**src/sv/link_header_walker_unit_macros.svh**
```systemverilog
// Assertion macros for the link header walker unit.
// Included by the modules that carry concurrent checks; no other dependencies.
`ifndef LINK_HEADER_WALKER_UNIT_MACROS_SVH
`define LINK_HEADER_WALKER_UNIT_MACROS_SVH
`ifndef SYNTHESIS
`define LHW_ASSERT(lbl, clk, rst, prop, msg) \
   lbl: assert property (@(posedge clk) disable iff (rst) prop) else $error(msg);
`define LHW_ASSERT_ALWAYS(lbl, clk, prop, msg) \
   lbl: assert property (@(posedge clk) prop) else $error(msg);
`else
`define LHW_ASSERT(lbl, clk, rst, prop, msg)
`define LHW_ASSERT_ALWAYS(lbl, clk, prop, msg)
`endif
`endif

```
**src/sv/lhw_pkg.sv**
```systemverilog
// Shared types and constants of the link header walker.
// No dependencies.
`timescale 1ns / 1ps
package lhw_pkg;
   typedef enum logic [6:0] {
      PH_ETH     = 7'b0000001,
      PH_VLAN    = 7'b0000010,
      PH_PPPOE   = 7'b0000100,
      PH_MPLS    = 7'b0001000,
      PH_MPLS_IP = 7'b0010000,
      PH_DONE    = 7'b0100000,
      PH_FAIL    = 7'b1000000
   } phase_type;

   localparam logic [2:0] ST_OK          = 3'd0;
   localparam logic [2:0] ST_TRUNC_FAB   = 3'd1;
   localparam logic [2:0] ST_TRUNC       = 3'd2;
   localparam logic [2:0] ST_PPPOE_NONIP = 3'd3;
   localparam logic [2:0] ST_ETH_NONIP   = 3'd4;
   localparam logic [2:0] ST_MPLS_NOIP   = 3'd5;

   localparam logic [1:0] L3_NONE    = 2'd0;
   localparam logic [1:0] L3_IPV4    = 2'd1;
   localparam logic [1:0] L3_IPV6    = 2'd2;
   localparam logic [1:0] L3_ARP     = 2'd3;

   localparam logic [15:0] ET_FABRIC = 16'h8903;
   localparam logic [15:0] ET_VLAN   = 16'h8100;
   localparam logic [15:0] ET_QINQ   = 16'h9100;
   localparam logic [15:0] ET_PPPOE  = 16'h8864;
   localparam logic [15:0] ET_MPLS   = 16'h8847;
   localparam logic [15:0] ET_IPV4   = 16'h0800;
   localparam logic [15:0] ET_IPV6   = 16'h86dd;
   localparam logic [15:0] ET_ARP    = 16'h0806;
   localparam logic [15:0] ET_RARP   = 16'h8035;
   localparam logic [15:0] PPP_IPV4  = 16'h0021;
   localparam logic [15:0] PPP_IPV6  = 16'h0057;

   localparam logic [13:0] HSIZE_MAX = 14'h3fff;

   typedef struct packed {
      logic [2:0]  status;
      logic [15:0] proto;
      logic [15:0] etype;
      logic [11:0] outer_vlan;
      logic [11:0] vlan_inner;
      logic [1:0]  l3;
      logic [13:0] base;
      logic [13:0] hend;
      logic [4:0]  mac;
   } rec_type;
endpackage

```
**src/sv/lhw_if.sv**
```systemverilog
// Handshake channels of the link header walker: frame bytes in, frame summaries out.
// No dependencies.
`timescale 1ns / 1ps
interface lhw_req_if;
   logic        valid;
   logic        ready;
   logic [7:0]  data_byte;
   logic        last_byte;
   logic [13:0] start_offset;
   modport source (output valid, data_byte, last_byte, start_offset, input ready);
   modport sink (input valid, data_byte, last_byte, start_offset, output ready);
endinterface

interface lhw_rsp_if;
   logic        valid;
   logic        ready;
   logic [2:0]  status;
   logic [15:0] next_protocol;
   logic [15:0] ether_type;
   logic [11:0] outer_vlan_id;
   logic [11:0] inner_vlan_id;
   logic [1:0]  l3_class;
   logic [13:0] header_size;
   logic [4:0]  mac_offset;
   modport source (output valid, status, next_protocol, ether_type, outer_vlan_id,
                   inner_vlan_id, l3_class, header_size, mac_offset, input ready);
   modport sink (input valid, status, next_protocol, ether_type, outer_vlan_id,
                 inner_vlan_id, l3_class, header_size, mac_offset, output ready);
endinterface

```
**src/sv/link_header_walker_unit.sv**
```systemverilog
// Link header walker: takes a frame one byte per beat (last_byte marks the end) and
// gives one summary beat per frame: status, final protocol, ethertype, VLAN ids,
// L3 class, header size and MAC offset. It accepts one byte every cycle while the
// queue is not full; a summary beat is offered once the last byte is taken: the
// summary is written into the two-entry queue and then loaded into the result register.
// The input stalls only when the queue is full because the result side is backed up.
`timescale 1ns / 1ps
module link_header_walker_unit import lhw_pkg::*; #(
   parameter int MAX_FRAME_BYTES = 16384
) (
   input  logic      clock,
   input  logic      reset,
   lhw_req_if.sink   req_bus,
   lhw_rsp_if.source rsp_bus
);
   logic    push, pop, q_full, q_empty;
   rec_type push_rec, pop_rec;

   lhw_front #(.MAX_FRAME_BYTES(MAX_FRAME_BYTES)) u_front (
      .clock(clock), .reset(reset), .req_bus(req_bus),
      .q_full(q_full), .push(push), .push_rec(push_rec)
   );

   lhw_queue u_queue (
      .clock(clock), .reset(reset), .push(push), .push_rec(push_rec),
      .pop(pop), .pop_rec(pop_rec), .full(q_full), .empty(q_empty)
   );

   lhw_back u_back (
      .clock(clock), .reset(reset), .pop_rec(pop_rec), .empty(q_empty),
      .pop(pop), .rsp_bus(rsp_bus)
   );
endmodule

```
**src/sv/lhw_front.sv**
```systemverilog
// Front end: takes frame beats, walks the link headers, emits one summary per frame.
// Depends on lhw_pkg and lhw_req_if.
`timescale 1ns / 1ps
module lhw_front import lhw_pkg::*; #(
   parameter int MAX_FRAME_BYTES = 16384
) (
   input  logic       clock,
   input  logic       reset,
   lhw_req_if.sink    req_bus,
   input  logic       q_full,
   output logic       push,
   output rec_type    push_rec
);
   localparam int IDXW = $clog2(MAX_FRAME_BYTES);
   localparam int HW = IDXW + 1;
   localparam int EW = (HW > 14) ? HW : 15;
   localparam logic [IDXW-1:0] IDX_LAST = IDXW'(MAX_FRAME_BYTES - 1);

   logic [IDXW-1:0] idx_ff, idx_in;
   logic            full_ff, full_in;
   phase_type       phase_ff, phase_in;
   logic [HW-1:0]   hend_ff, hend_in;
   logic [13:0]     base_ff, base_in;
   logic [15:0]     tacc_ff, tacc_in;
   logic [15:0]     proto_ff, proto_in;
   logic [15:0]     eth_ff, eth_in;
   logic [11:0]     outer_ff, outer_in;
   logic [11:0]     inner_ff, inner_in;
   logic [11:0]     pend_ff, pend_in;
   logic            seen_ff, seen_in;
   logic [1:0]      l3_ff, l3_in;
   logic [4:0]      mac_ff, mac_in;
   logic [2:0]      fail_ff, fail_in;
   logic            bos_ff, bos_in;
   logic [3:0]      ipv_ff, ipv_in;

   logic            accept;
   logic            enter;
   logic [HW-1:0]   iw, start, off, p;
   logic [15:0]     t;
   logic [7:0]      b;
   logic            last;
   logic [2:0]      st;
   logic [EW-1:0]   hx;

   assign req_bus.ready = ~q_full;
   assign accept = req_bus.valid & req_bus.ready;
   assign b = req_bus.data_byte;
   assign last = req_bus.last_byte;

   always_comb begin
      idx_in = idx_ff; full_in = full_ff; phase_in = phase_ff; hend_in = hend_ff;
      base_in = base_ff; tacc_in = tacc_ff; proto_in = proto_ff; eth_in = eth_ff;
      outer_in = outer_ff; inner_in = inner_ff; pend_in = pend_ff; seen_in = seen_ff;
      l3_in = l3_ff; mac_in = mac_ff; fail_in = fail_ff; bos_in = bos_ff; ipv_in = ipv_ff;
      enter = 1'b0; t = '0; st = ST_OK; hx = '0; push = 1'b0; push_rec = '0;
      iw = HW'(idx_ff);
      start = hend_ff - HW'(14);
      off = '0;
      p = hend_ff;
      if (accept) begin
         if (idx_ff == '0 && !full_ff) begin
            base_in = req_bus.start_offset;
         end
         if (!full_ff) begin
            unique case (phase_ff)
               PH_ETH: begin
                  if (iw == start + HW'(12)) begin
                     tacc_in = {b, 8'h00};
                  end
                  if (iw == start + HW'(13)) begin
                     t = {tacc_ff[15:8], b};
                     tacc_in = t;
                     if (!(last && start != '0)) begin
                        if (start == '0 && t == ET_FABRIC) begin
                           hend_in = HW'(30);
                        end else begin
                           eth_in = t;
                           proto_in = t;
                           mac_in = start[4:0];
                           enter = 1'b1;
                        end
                     end
                  end
               end
               PH_VLAN: begin
                  off = iw - (hend_ff - HW'(4));
                  if (!last) begin
                     if (off == HW'(0)) begin
                        pend_in = {b[3:0], 8'h00};
                     end else if (off == HW'(1)) begin
                        pend_in = {pend_ff[11:8], b};
                     end else if (off == HW'(2)) begin
                        tacc_in = {b, 8'h00};
                     end else if (off == HW'(3)) begin
                        t = {tacc_ff[15:8], b};
                        tacc_in = t;
                        if (seen_ff) inner_in = pend_ff;
                        else outer_in = pend_ff;
                        seen_in = 1'b1;
                        proto_in = t;
                        eth_in = t;
                        enter = 1'b1;
                     end
                  end
               end
               PH_PPPOE: begin
                  off = iw - (hend_ff - HW'(8));
                  if (!last) begin
                     if (off == HW'(6)) begin
                        tacc_in = {b, 8'h00};
                     end else if (off == HW'(7)) begin
                        t = {tacc_ff[15:8], b};
                        tacc_in = t;
                        proto_in = t;
                        if (t == PPP_IPV4) begin
                           l3_in = L3_IPV4;
                           enter = 1'b1;
                        end else if (t == PPP_IPV6) begin
                           l3_in = L3_IPV6;
                           enter = 1'b1;
                        end else begin
                           phase_in = PH_FAIL;
                           fail_in = ST_PPPOE_NONIP;
                        end
                     end
                  end
               end
               PH_MPLS: begin
                  off = iw - (hend_ff - HW'(4));
                  if (!last) begin
                     if (off == HW'(2)) begin
                        bos_in = b[0];
                     end else if (off == HW'(3)) begin
                        if (bos_ff) begin
                           phase_in = PH_MPLS_IP;
                           hend_in = hend_ff + HW'(20);
                        end else begin
                           hend_in = hend_ff + HW'(4);
                        end
                     end
                  end
               end
               PH_MPLS_IP: begin
                  off = iw - (hend_ff - HW'(20));
                  if (!last) begin
                     if (off == HW'(0)) begin
                        ipv_in = b[7:4];
                     end else if (off == HW'(19)) begin
                        if (ipv_ff == 4'd4) begin
                           l3_in = L3_IPV4;
                           phase_in = PH_DONE;
                           hend_in = hend_ff - HW'(20);
                        end else if (ipv_ff == 4'd6) begin
                           l3_in = L3_IPV6;
                           phase_in = PH_DONE;
                           hend_in = hend_ff - HW'(20);
                        end else begin
                           phase_in = PH_FAIL;
                           fail_in = ST_MPLS_NOIP;
                        end
                     end
                  end
               end
               PH_DONE, PH_FAIL: begin
               end
               default: begin
               end
            endcase
            if (enter) begin
               p = hend_in;
               if (proto_in == ET_VLAN || proto_in == ET_QINQ) begin
                  phase_in = PH_VLAN;
                  hend_in = p + HW'(4);
               end else if (proto_in == ET_PPPOE) begin
                  phase_in = PH_PPPOE;
                  hend_in = p + HW'(8);
               end else if (proto_in == ET_MPLS) begin
                  phase_in = PH_MPLS;
                  hend_in = p + HW'(4);
               end else begin
                  phase_in = PH_DONE;
                  hend_in = p;
                  if (l3_in == L3_NONE) begin
                     if (proto_in == ET_IPV4) l3_in = L3_IPV4;
                     else if (proto_in == ET_IPV6) l3_in = L3_IPV6;
                     else if (proto_in == ET_ARP || proto_in == ET_RARP) l3_in = L3_ARP;
                     else begin
                        phase_in = PH_FAIL;
                        fail_in = ST_ETH_NONIP;
                        hend_in = hend_ff;
                     end
                  end
               end
            end
         end
         if (idx_ff != IDX_LAST) idx_in = idx_ff + IDXW'(1);
         else full_in = 1'b1;

         if (last) begin
            unique case (phase_in)
               PH_ETH: st = (hend_in == HW'(30)) ? ST_TRUNC_FAB : ST_TRUNC;
               PH_VLAN, PH_PPPOE, PH_MPLS: st = ST_TRUNC;
               PH_MPLS_IP: st = ST_MPLS_NOIP;
               PH_DONE: st = ST_OK;
               PH_FAIL: st = fail_in;
               default: st = fail_in;
            endcase
            hx = EW'(hend_in);
            push = 1'b1;
            push_rec.status = st;
            push_rec.proto = proto_in;
            push_rec.etype = eth_in;
            push_rec.outer_vlan = outer_in;
            push_rec.vlan_inner = inner_in;
            push_rec.l3 = l3_in;
            push_rec.base = base_in;
            push_rec.hend = (hx > EW'(HSIZE_MAX)) ? HSIZE_MAX : hx[13:0];
            push_rec.mac = mac_in;
            idx_in = '0; full_in = 1'b0; phase_in = PH_ETH; hend_in = HW'(14);
            base_in = '0; tacc_in = '0; proto_in = '0; eth_in = '0;
            outer_in = '0; inner_in = '0; pend_in = '0; seen_in = 1'b0;
            l3_in = L3_NONE; mac_in = '0; fail_in = ST_OK; bos_in = 1'b0; ipv_in = '0;
         end
      end
   end

   always_ff @(posedge clock) begin
      if (reset) begin
         idx_ff <= '0; full_ff <= 1'b0; phase_ff <= PH_ETH; hend_ff <= HW'(14);
         base_ff <= '0; tacc_ff <= '0; proto_ff <= '0; eth_ff <= '0;
         outer_ff <= '0; inner_ff <= '0; pend_ff <= '0; seen_ff <= 1'b0;
         l3_ff <= L3_NONE; mac_ff <= '0; fail_ff <= ST_OK; bos_ff <= 1'b0; ipv_ff <= '0;
      end else begin
         idx_ff <= idx_in; full_ff <= full_in; phase_ff <= phase_in; hend_ff <= hend_in;
         base_ff <= base_in; tacc_ff <= tacc_in; proto_ff <= proto_in; eth_ff <= eth_in;
         outer_ff <= outer_in; inner_ff <= inner_in; pend_ff <= pend_in; seen_ff <= seen_in;
         l3_ff <= l3_in; mac_ff <= mac_in; fail_ff <= fail_in; bos_ff <= bos_in;
         ipv_ff <= ipv_in;
      end
   end
endmodule

```
**src/sv/lhw_queue.sv**
```systemverilog
// Two-entry summary queue between the header walker front end and the result stage.
// Depends on lhw_pkg and the assertion macros.
`timescale 1ns / 1ps
`include "link_header_walker_unit_macros.svh"
module lhw_queue import lhw_pkg::*; (
   input  logic    clock,
   input  logic    reset,
   input  logic    push,
   input  rec_type push_rec,
   input  logic    pop,
   output rec_type pop_rec,
   output logic    full,
   output logic    empty
);
   rec_type    mem_ff [2];
   logic       wr_ff, wr_in;
   logic       rd_ff, rd_in;
   logic [1:0] cnt_ff, cnt_in;

   assign full = (cnt_ff == 2'd2);
   assign empty = (cnt_ff == 2'd0);
   assign pop_rec = mem_ff[rd_ff];
   assign wr_in = push ? ~wr_ff : wr_ff;
   assign rd_in = pop ? ~rd_ff : rd_ff;

   always_comb begin
      cnt_in = cnt_ff;
      if (push && !pop) cnt_in = cnt_ff + 2'd1;
      else if (pop && !push) cnt_in = cnt_ff - 2'd1;
   end

   always_ff @(posedge clock) begin
      if (push) mem_ff[wr_ff] <= push_rec;
   end

   always_ff @(posedge clock) begin
      if (reset) begin
         wr_ff <= 1'b0; rd_ff <= 1'b0; cnt_ff <= 2'd0;
      end else begin
         wr_ff <= wr_in; rd_ff <= rd_in; cnt_ff <= cnt_in;
      end
   end

   `LHW_ASSERT(a_no_overflow, clock, reset, push |-> !full, "push into full queue")
   `LHW_ASSERT(a_no_underflow, clock, reset, pop |-> !empty, "pop from empty queue")
   `LHW_ASSERT(a_ptr_gap, clock, reset, (cnt_ff == 2'd1) |-> (wr_ff != rd_ff), "pointer skew")
   `LHW_ASSERT(a_cnt_range, clock, reset, cnt_ff != 2'd3, "queue count out of range")
endmodule

```
**src/sv/lhw_back.sv**
```systemverilog
// Result stage: finishes header size and failure zeroing, holds the result beat.
// Depends on lhw_pkg and lhw_rsp_if.
`timescale 1ns / 1ps
module lhw_back import lhw_pkg::*; (
   input  logic      clock,
   input  logic      reset,
   input  rec_type   pop_rec,
   input  logic      empty,
   output logic      pop,
   lhw_rsp_if.source rsp_bus
);
   logic        valid_ff, valid_in;
   logic [2:0]  st_ff;
   logic [15:0] proto_ff, eth_ff;
   logic [11:0] outer_ff, inner_ff;
   logic [1:0]  l3_ff;
   logic [13:0] hsize_ff, hsize_in;
   logic [4:0]  mac_ff;
   logic [14:0] sum;
   logic        ok;

   assign pop = !empty && (!valid_ff || rsp_bus.ready);
   assign sum = 15'(pop_rec.base) + 15'(pop_rec.hend);
   assign ok = (pop_rec.status == ST_OK);
   assign hsize_in = !ok ? 14'd0 : (sum > 15'(HSIZE_MAX)) ? HSIZE_MAX : sum[13:0];

   always_comb begin
      valid_in = valid_ff;
      if (rsp_bus.ready) valid_in = 1'b0;
      if (pop) valid_in = 1'b1;
   end

   always_ff @(posedge clock) begin
      if (reset) valid_ff <= 1'b0;
      else valid_ff <= valid_in;
   end

   always_ff @(posedge clock) begin
      if (pop) begin
         st_ff <= pop_rec.status;
         proto_ff <= ok ? pop_rec.proto : 16'd0;
         eth_ff <= pop_rec.etype;
         outer_ff <= pop_rec.outer_vlan;
         inner_ff <= pop_rec.vlan_inner;
         l3_ff <= pop_rec.l3;
         hsize_ff <= hsize_in;
         mac_ff <= pop_rec.mac;
      end
   end

   assign rsp_bus.valid = valid_ff;
   assign rsp_bus.status = st_ff;
   assign rsp_bus.next_protocol = proto_ff;
   assign rsp_bus.ether_type = eth_ff;
   assign rsp_bus.outer_vlan_id = outer_ff;
   assign rsp_bus.inner_vlan_id = inner_ff;
   assign rsp_bus.l3_class = l3_ff;
   assign rsp_bus.header_size = hsize_ff;
   assign rsp_bus.mac_offset = mac_ff;
endmodule
```
**src/flat_wrapper.sv**
```systemverilog
// flat-port wrapper written by rule: the top's interface ports become plain ports
module link_header_walker_unit_flat import lhw_pkg::*;
#(
   parameter int MAX_FRAME_BYTES = 16384
)
  (clock, reset, req_bus_valid, req_bus_data_byte, req_bus_last_byte, req_bus_start_offset, req_bus_ready, rsp_bus_valid, rsp_bus_status, rsp_bus_next_protocol, rsp_bus_ether_type, rsp_bus_outer_vlan_id, rsp_bus_inner_vlan_id, rsp_bus_l3_class, rsp_bus_header_size, rsp_bus_mac_offset, rsp_bus_ready);
  lhw_req_if req_bus_i ();
  lhw_rsp_if rsp_bus_i ();
  input  logic clock;
  input  logic reset;
  input wire logic [$bits(req_bus_i.valid)-1:0] req_bus_valid;
  input wire logic [$bits(req_bus_i.data_byte)-1:0] req_bus_data_byte;
  input wire logic [$bits(req_bus_i.last_byte)-1:0] req_bus_last_byte;
  input wire logic [$bits(req_bus_i.start_offset)-1:0] req_bus_start_offset;
  output wire logic [$bits(req_bus_i.ready)-1:0] req_bus_ready;
  output wire logic [$bits(rsp_bus_i.valid)-1:0] rsp_bus_valid;
  output wire logic [$bits(rsp_bus_i.status)-1:0] rsp_bus_status;
  output wire logic [$bits(rsp_bus_i.next_protocol)-1:0] rsp_bus_next_protocol;
  output wire logic [$bits(rsp_bus_i.ether_type)-1:0] rsp_bus_ether_type;
  output wire logic [$bits(rsp_bus_i.outer_vlan_id)-1:0] rsp_bus_outer_vlan_id;
  output wire logic [$bits(rsp_bus_i.inner_vlan_id)-1:0] rsp_bus_inner_vlan_id;
  output wire logic [$bits(rsp_bus_i.l3_class)-1:0] rsp_bus_l3_class;
  output wire logic [$bits(rsp_bus_i.header_size)-1:0] rsp_bus_header_size;
  output wire logic [$bits(rsp_bus_i.mac_offset)-1:0] rsp_bus_mac_offset;
  input wire logic [$bits(rsp_bus_i.ready)-1:0] rsp_bus_ready;
  assign req_bus_i.valid = req_bus_valid;
  assign req_bus_i.data_byte = req_bus_data_byte;
  assign req_bus_i.last_byte = req_bus_last_byte;
  assign req_bus_i.start_offset = req_bus_start_offset;
  assign req_bus_ready = req_bus_i.ready;
  assign rsp_bus_valid = rsp_bus_i.valid;
  assign rsp_bus_status = rsp_bus_i.status;
  assign rsp_bus_next_protocol = rsp_bus_i.next_protocol;
  assign rsp_bus_ether_type = rsp_bus_i.ether_type;
  assign rsp_bus_outer_vlan_id = rsp_bus_i.outer_vlan_id;
  assign rsp_bus_inner_vlan_id = rsp_bus_i.inner_vlan_id;
  assign rsp_bus_l3_class = rsp_bus_i.l3_class;
  assign rsp_bus_header_size = rsp_bus_i.header_size;
  assign rsp_bus_mac_offset = rsp_bus_i.mac_offset;
  assign rsp_bus_i.ready = rsp_bus_ready;
  link_header_walker_unit #(.MAX_FRAME_BYTES(MAX_FRAME_BYTES)) u_core (.clock(clock), .reset(reset), .req_bus(req_bus_i), .rsp_bus(rsp_bus_i));
endmodule
```
**config.mk**
```make
export PLATFORM = sky130hd
export DESIGN_NAME = link_header_walker_unit_flat
export DESIGN_NICKNAME = d
export VERILOG_FILES = /design/src/sv/lhw_pkg.sv /design/src/sv/lhw_if.sv /design/src/sv/link_header_walker_unit.sv /design/src/sv/lhw_front.sv /design/src/sv/lhw_queue.sv /design/src/sv/lhw_back.sv /design/src/flat_wrapper.sv
export VERILOG_INCLUDE_DIRS = /design/src /design/src/sv
export SDC_FILE = /design/constraint.sdc
export NUM_CORES = 1
export LEC_CHECK = 0
export ABC_CLOCK_PERIOD_IN_PS = 9400
export BUFFER_PORTS_ARGS = -buffer_cell sky130_fd_sc_hd__buf_2
export CORE_MARGIN = 4
export CORE_UTILIZATION = 32
export DETAILED_ROUTE_END_ITERATION = 8
export PLACE_DENSITY = 0.58
export SLEW_MARGIN = 40
export SYNTH_ARGS = -nofsm -noshare
export SYNTH_HDL_FRONTEND = slang
export SYNTH_SLANG_ARGS = --single-unit
```
**constraint.sdc**
```tcl
create_clock -name clock -period 9.4 [get_ports clock]
set_clock_uncertainty 0.1 [all_clocks]
set_input_delay 1.41 -clock clock [delete_from_list [all_inputs] [get_ports clock]]
set_output_delay 1.41 -clock clock [all_outputs]
set_load 0.01 [all_outputs]
```
==> flow_summary.yaml <==
timing:
  tns_ns: 0
  relSlewSlack_pct: 46.6
  setup_viol: 0
  rsz0062_at_grt: "false"
  hold_violations: 0
  max_clock_freq_mhz: 121
  worstMarginPinSlew_ns: 0.799
  drv_slew: 0
  min_period_over_period_pct: 88.2
  post-route-min-period_ns: 8.29
global_route:
  track_usage_pct: 18.0
  antenna_found_initial: 0
  grt_overflow_total: 0
  grt_pass1_wl_um: 117000
  first_global_vias: 19200
  grt_max_degree: 93
route:
  ant_nets: 0
  viasPerCell: 5.53
  dr.pass1.iters: 6
  routed-via-count: 20100
  drc: 0
  routed_wl_um: 76100
  first_iter_violations: 1914
  wl_per_cell_um: 21.0
setup_path:
  cp-start-kind: "flop"
  worstReg2RegEnd: "u_core.u_queue.mem_ff[0][92]$_DFFE_PP_"
  worstRegToRegCells: 23
  critPathRequiredTime_ns: 9.62
  r2r_start: "u_core.u_front.hend_ff[2]$_SDFFE_PP1P_"
  worst_setup_path_end_kind: "flop"
  critPathKind: "reg -> reg"
  ff2ff_setup_slack_ns: 1.11
  crit_path_max_fanout: 14
  worstPathArrival_ns: 8.51
power_and_ir_drop:
  seq_power_share_pct: 42.4
  ir_drop_mv: 0.139
  power_density_nw_per_um2: 201
  p_sw_share_pct: 31.0
  p_leak_nw: 9.84
  pwr-share-comb_pct: 25.3
  power.switching_w: 0.00172
  fin_total_pwr_w: 0.00555
  cellInternalPower_w: 0.00382
  clkPwrFrac_pct: 32.2
synth:
  synth_top_area_share_pct: 32.7
  ys_seq_area_share_pct: 44.8
  netlist_instances: 2531
  yosys-top-cells-area: "edfxtp_1 (33%), dfxtp_1 (12%), nor2_1 (5.0%), mux2_2 (3.8%), ha_1 (3.6%)"
  avgSynthCellArea_um2: 9.72
  synthesis.nets: 2633
  syn_area_um2: 24600
  yosysWarnings: 0
  synth-seq-cells: 417
  yosys.area.top_type: "edfxtp_1"
  synth_edf_count: 268
  synthDistinctLibCells: 116
  synth_async_sr_flop_share_pct: 0
  synthFlopType: "edfxtp_1"
floorplanning:
  dieArea_um2: 81400
  rows: 101
  fp.coreArea_um2: 76100
  dieWidth_um: 285
  io_pins: 109
  die_h_um: 285
  initial_core_util_pct: 32.4
cts:
  clock-root-buffer: "clkbuf_16"
  clkSinkCount: 417
  cts.reportedPaths.clkPinSlew_ns: 0.06
  cts_resized: 0
  clkLatencyLatePin_ns: 0.57
  cts_buffers: 43
  htreeDepth: 2
  cts_max_path_buffers: 3
  cts_tree: "yes"
  holdBufCountCts: 0
  post-cts-setup-buffers: 0
placed_design:
  gp_congestion: 0.960
  dp_hpwl_um: 54700
  numPortBuffers: 108
  place_area_um2: 26100
final_layout:
  finalInstanceArea_um2: 27600
  nets: 2665
  mostFrequentLayoutCells: "nor2_1 (323), edfxtp_1 (268), nand2_1 (162)"
  n_fill_cell: 7708
  area_growth_pct: 12.3
  drive_above_1_share_pct: 15.5
  antenna_cells: 0
  layout_commonest_cell: "nor2_1"
hold_path:
  min_to: "u_core.u_front.fail_ff[0]$_SDFFE_PP0P_"
  hp-class: "reg -> reg"
  min_from: "u_core.u_front.fail_ff[0]$_SDFFE_PP0P_"
  hold_depth: 2
flow_run:
  maxCapViolCount: 0
status:
  outcome: "finished, final reports clean"
critical path, cell delays in order, from the launching register on:
cell	delay, ns
dfxtp_1	0.71
inv_1	0.28
ha_1	0.35
nand2b_1	0.22
nand3_1	0.21
nor2_1	0.07
xnor2_1	0.23
ha_1	0.34
and3_1	0.24
and4_1	0.20
a221oi_1	0.31
mux2_2	0.43
or4_4	0.59
o31ai_1	0.35
mux2i_1	0.62
o311ai_2	0.37
nor4b_4	0.43
nand4_1	0.21
a32oi_1	0.25
o21ai_0	0.10
o21ai_0	0.56
nand4_1	0.16
or4b_1	0.54
o211a_1	0.17
layout make-up:
cell class | instances | area (um^2) | share of cell area (%)
tap | 1030 | 1290 | 4.66
clock buffer | 50 | 1140 | 4.14
multi-input combinational | 1874 | 12600 | 45.8
sequential | 417 | 11000 | 39.9
timing repair buffer | 150 | 881 | 3.19
clock inverter | 29 | 348 | 1.26
inverter | 77 | 290 | 1.05
stage by stage:
stage          setup WS [ns]  hold slack [ns]  std cells  util [%]
2_1_floorplan           2.54            0.347       2531         -
3_3_place_gp            1.17            0.366       3547      34.2
3_5_place_dp            1.23            0.375       3548      34.3
4_1_cts                 1.18            0.391       3627      36.3
5_1_grt                0.661            0.417       3627      36.3
6_report                1.11            0.391       3627      36.3
layer usage:
| layer | track usage (%) | part of all wire (%) | wire (um) |
|---|---|---|---|
| met3 | 2.28 | 6.1 | 4650 |
| met4 | 6.56 | 3.5 | 2690 |
| met1 | 24.2 | 44 | 33300 |
| met2 | 29.6 | 47 | 35400 |
| met5 | 0 | 0 | 0 |
worst max path at each step:
stage | startpoint | endpoint
after global routing | u_core.u_front.hend_ff[2]$_SDFFE_PP1P_ | u_core.u_queue.mem_ff[0][92]$_DFFE_PP_
after detailed placement | u_core.u_front.hend_ff[2]$_SDFFE_PP1P_ | u_core.u_queue.mem_ff[0][92]$_DFFE_PP_
after global placement | u_core.u_front.hend_ff[2]$_SDFFE_PP1P_ | u_core.u_queue.mem_ff[0][92]$_DFFE_PP_
after floorplan | u_core.u_front.hend_ff[3]$_SDFFE_PP1P_ | u_core.u_queue.mem_ff[0][92]$_DFFE_PP_
after CTS | u_core.u_front.hend_ff[2]$_SDFFE_PP1P_ | u_core.u_queue.mem_ff[0][92]$_DFFE_PP_
final | u_core.u_front.hend_ff[2]$_SDFFE_PP1P_ | u_core.u_queue.mem_ff[0][92]$_DFFE_PP_
state kept, by name, indices dropped and copies added (netlist names), 5 cells and up, named ones only:
signal                               flops
u_core.u_queue.mem_ff                  188
u_core.u_back.rsp_bus.ether_type        16
u_core.u_back.rsp_bus.next_protocol     16
u_core.u_front.eth_ff                   16
u_core.u_front.proto_ff                 16
u_core.u_front.hend_ff                  15
u_core.u_back.rsp_bus.header_size       14
u_core.u_front.base_ff                  14
u_core.u_front.idx_ff                   14
u_core.u_back.rsp_bus.inner_vlan_id     12
u_core.u_back.rsp_bus.outer_vlan_id     12
u_core.u_front.inner_ff                 12
u_core.u_front.outer_ff                 12
u_core.u_front.pend_ff                  12
u_core.u_front.tacc_ff                   8
u_core.u_front.phase_ff                  7
u_core.u_back.rsp_bus.mac_offset         5
u_core.u_front.mac_ff                    5
Yosys cell counts (69+ instances only):
| library cell | instances |
|---|---|
| a22oi_1 | 92 |
| edfxtp_1 | 268 |
| a21oi_1 | 150 |
| nor3_1 | 73 |
| nand2_1 | 163 |
| mux2i_1 | 74 |
| nor2_1 | 329 |
| clkbuf_1 | 108 |
| xnor2_1 | 69 |
| ha_1 | 70 |
| o21ai_0 | 87 |
| mux2_2 | 82 |
| inv_1 | 74 |
| dfxtp_1 | 149 |
power by group through the flow:
stage	Sequential [W]	Clock [W]	Combinational [W]
finish	0.00235	0.00179	0.00141
global route	0.00238	0.00189	0.00153
CTS	0.00236	0.00182	0.00141
detailed placement	0.00239	0	0.00140
global placement	0.00239	0	0.00140
floorplan	0.00246	0	0.000868
cell families after synthesis:
logic type	share of synthesized area, %
mux	6.76
fa+ha+maj	4.05
xor+xnor	3.65
flops	44.8
simple gates	19.7
buf+inv	4.19
compound gates	16.8
No activity file was read; power rests on OpenSTA's default activity.
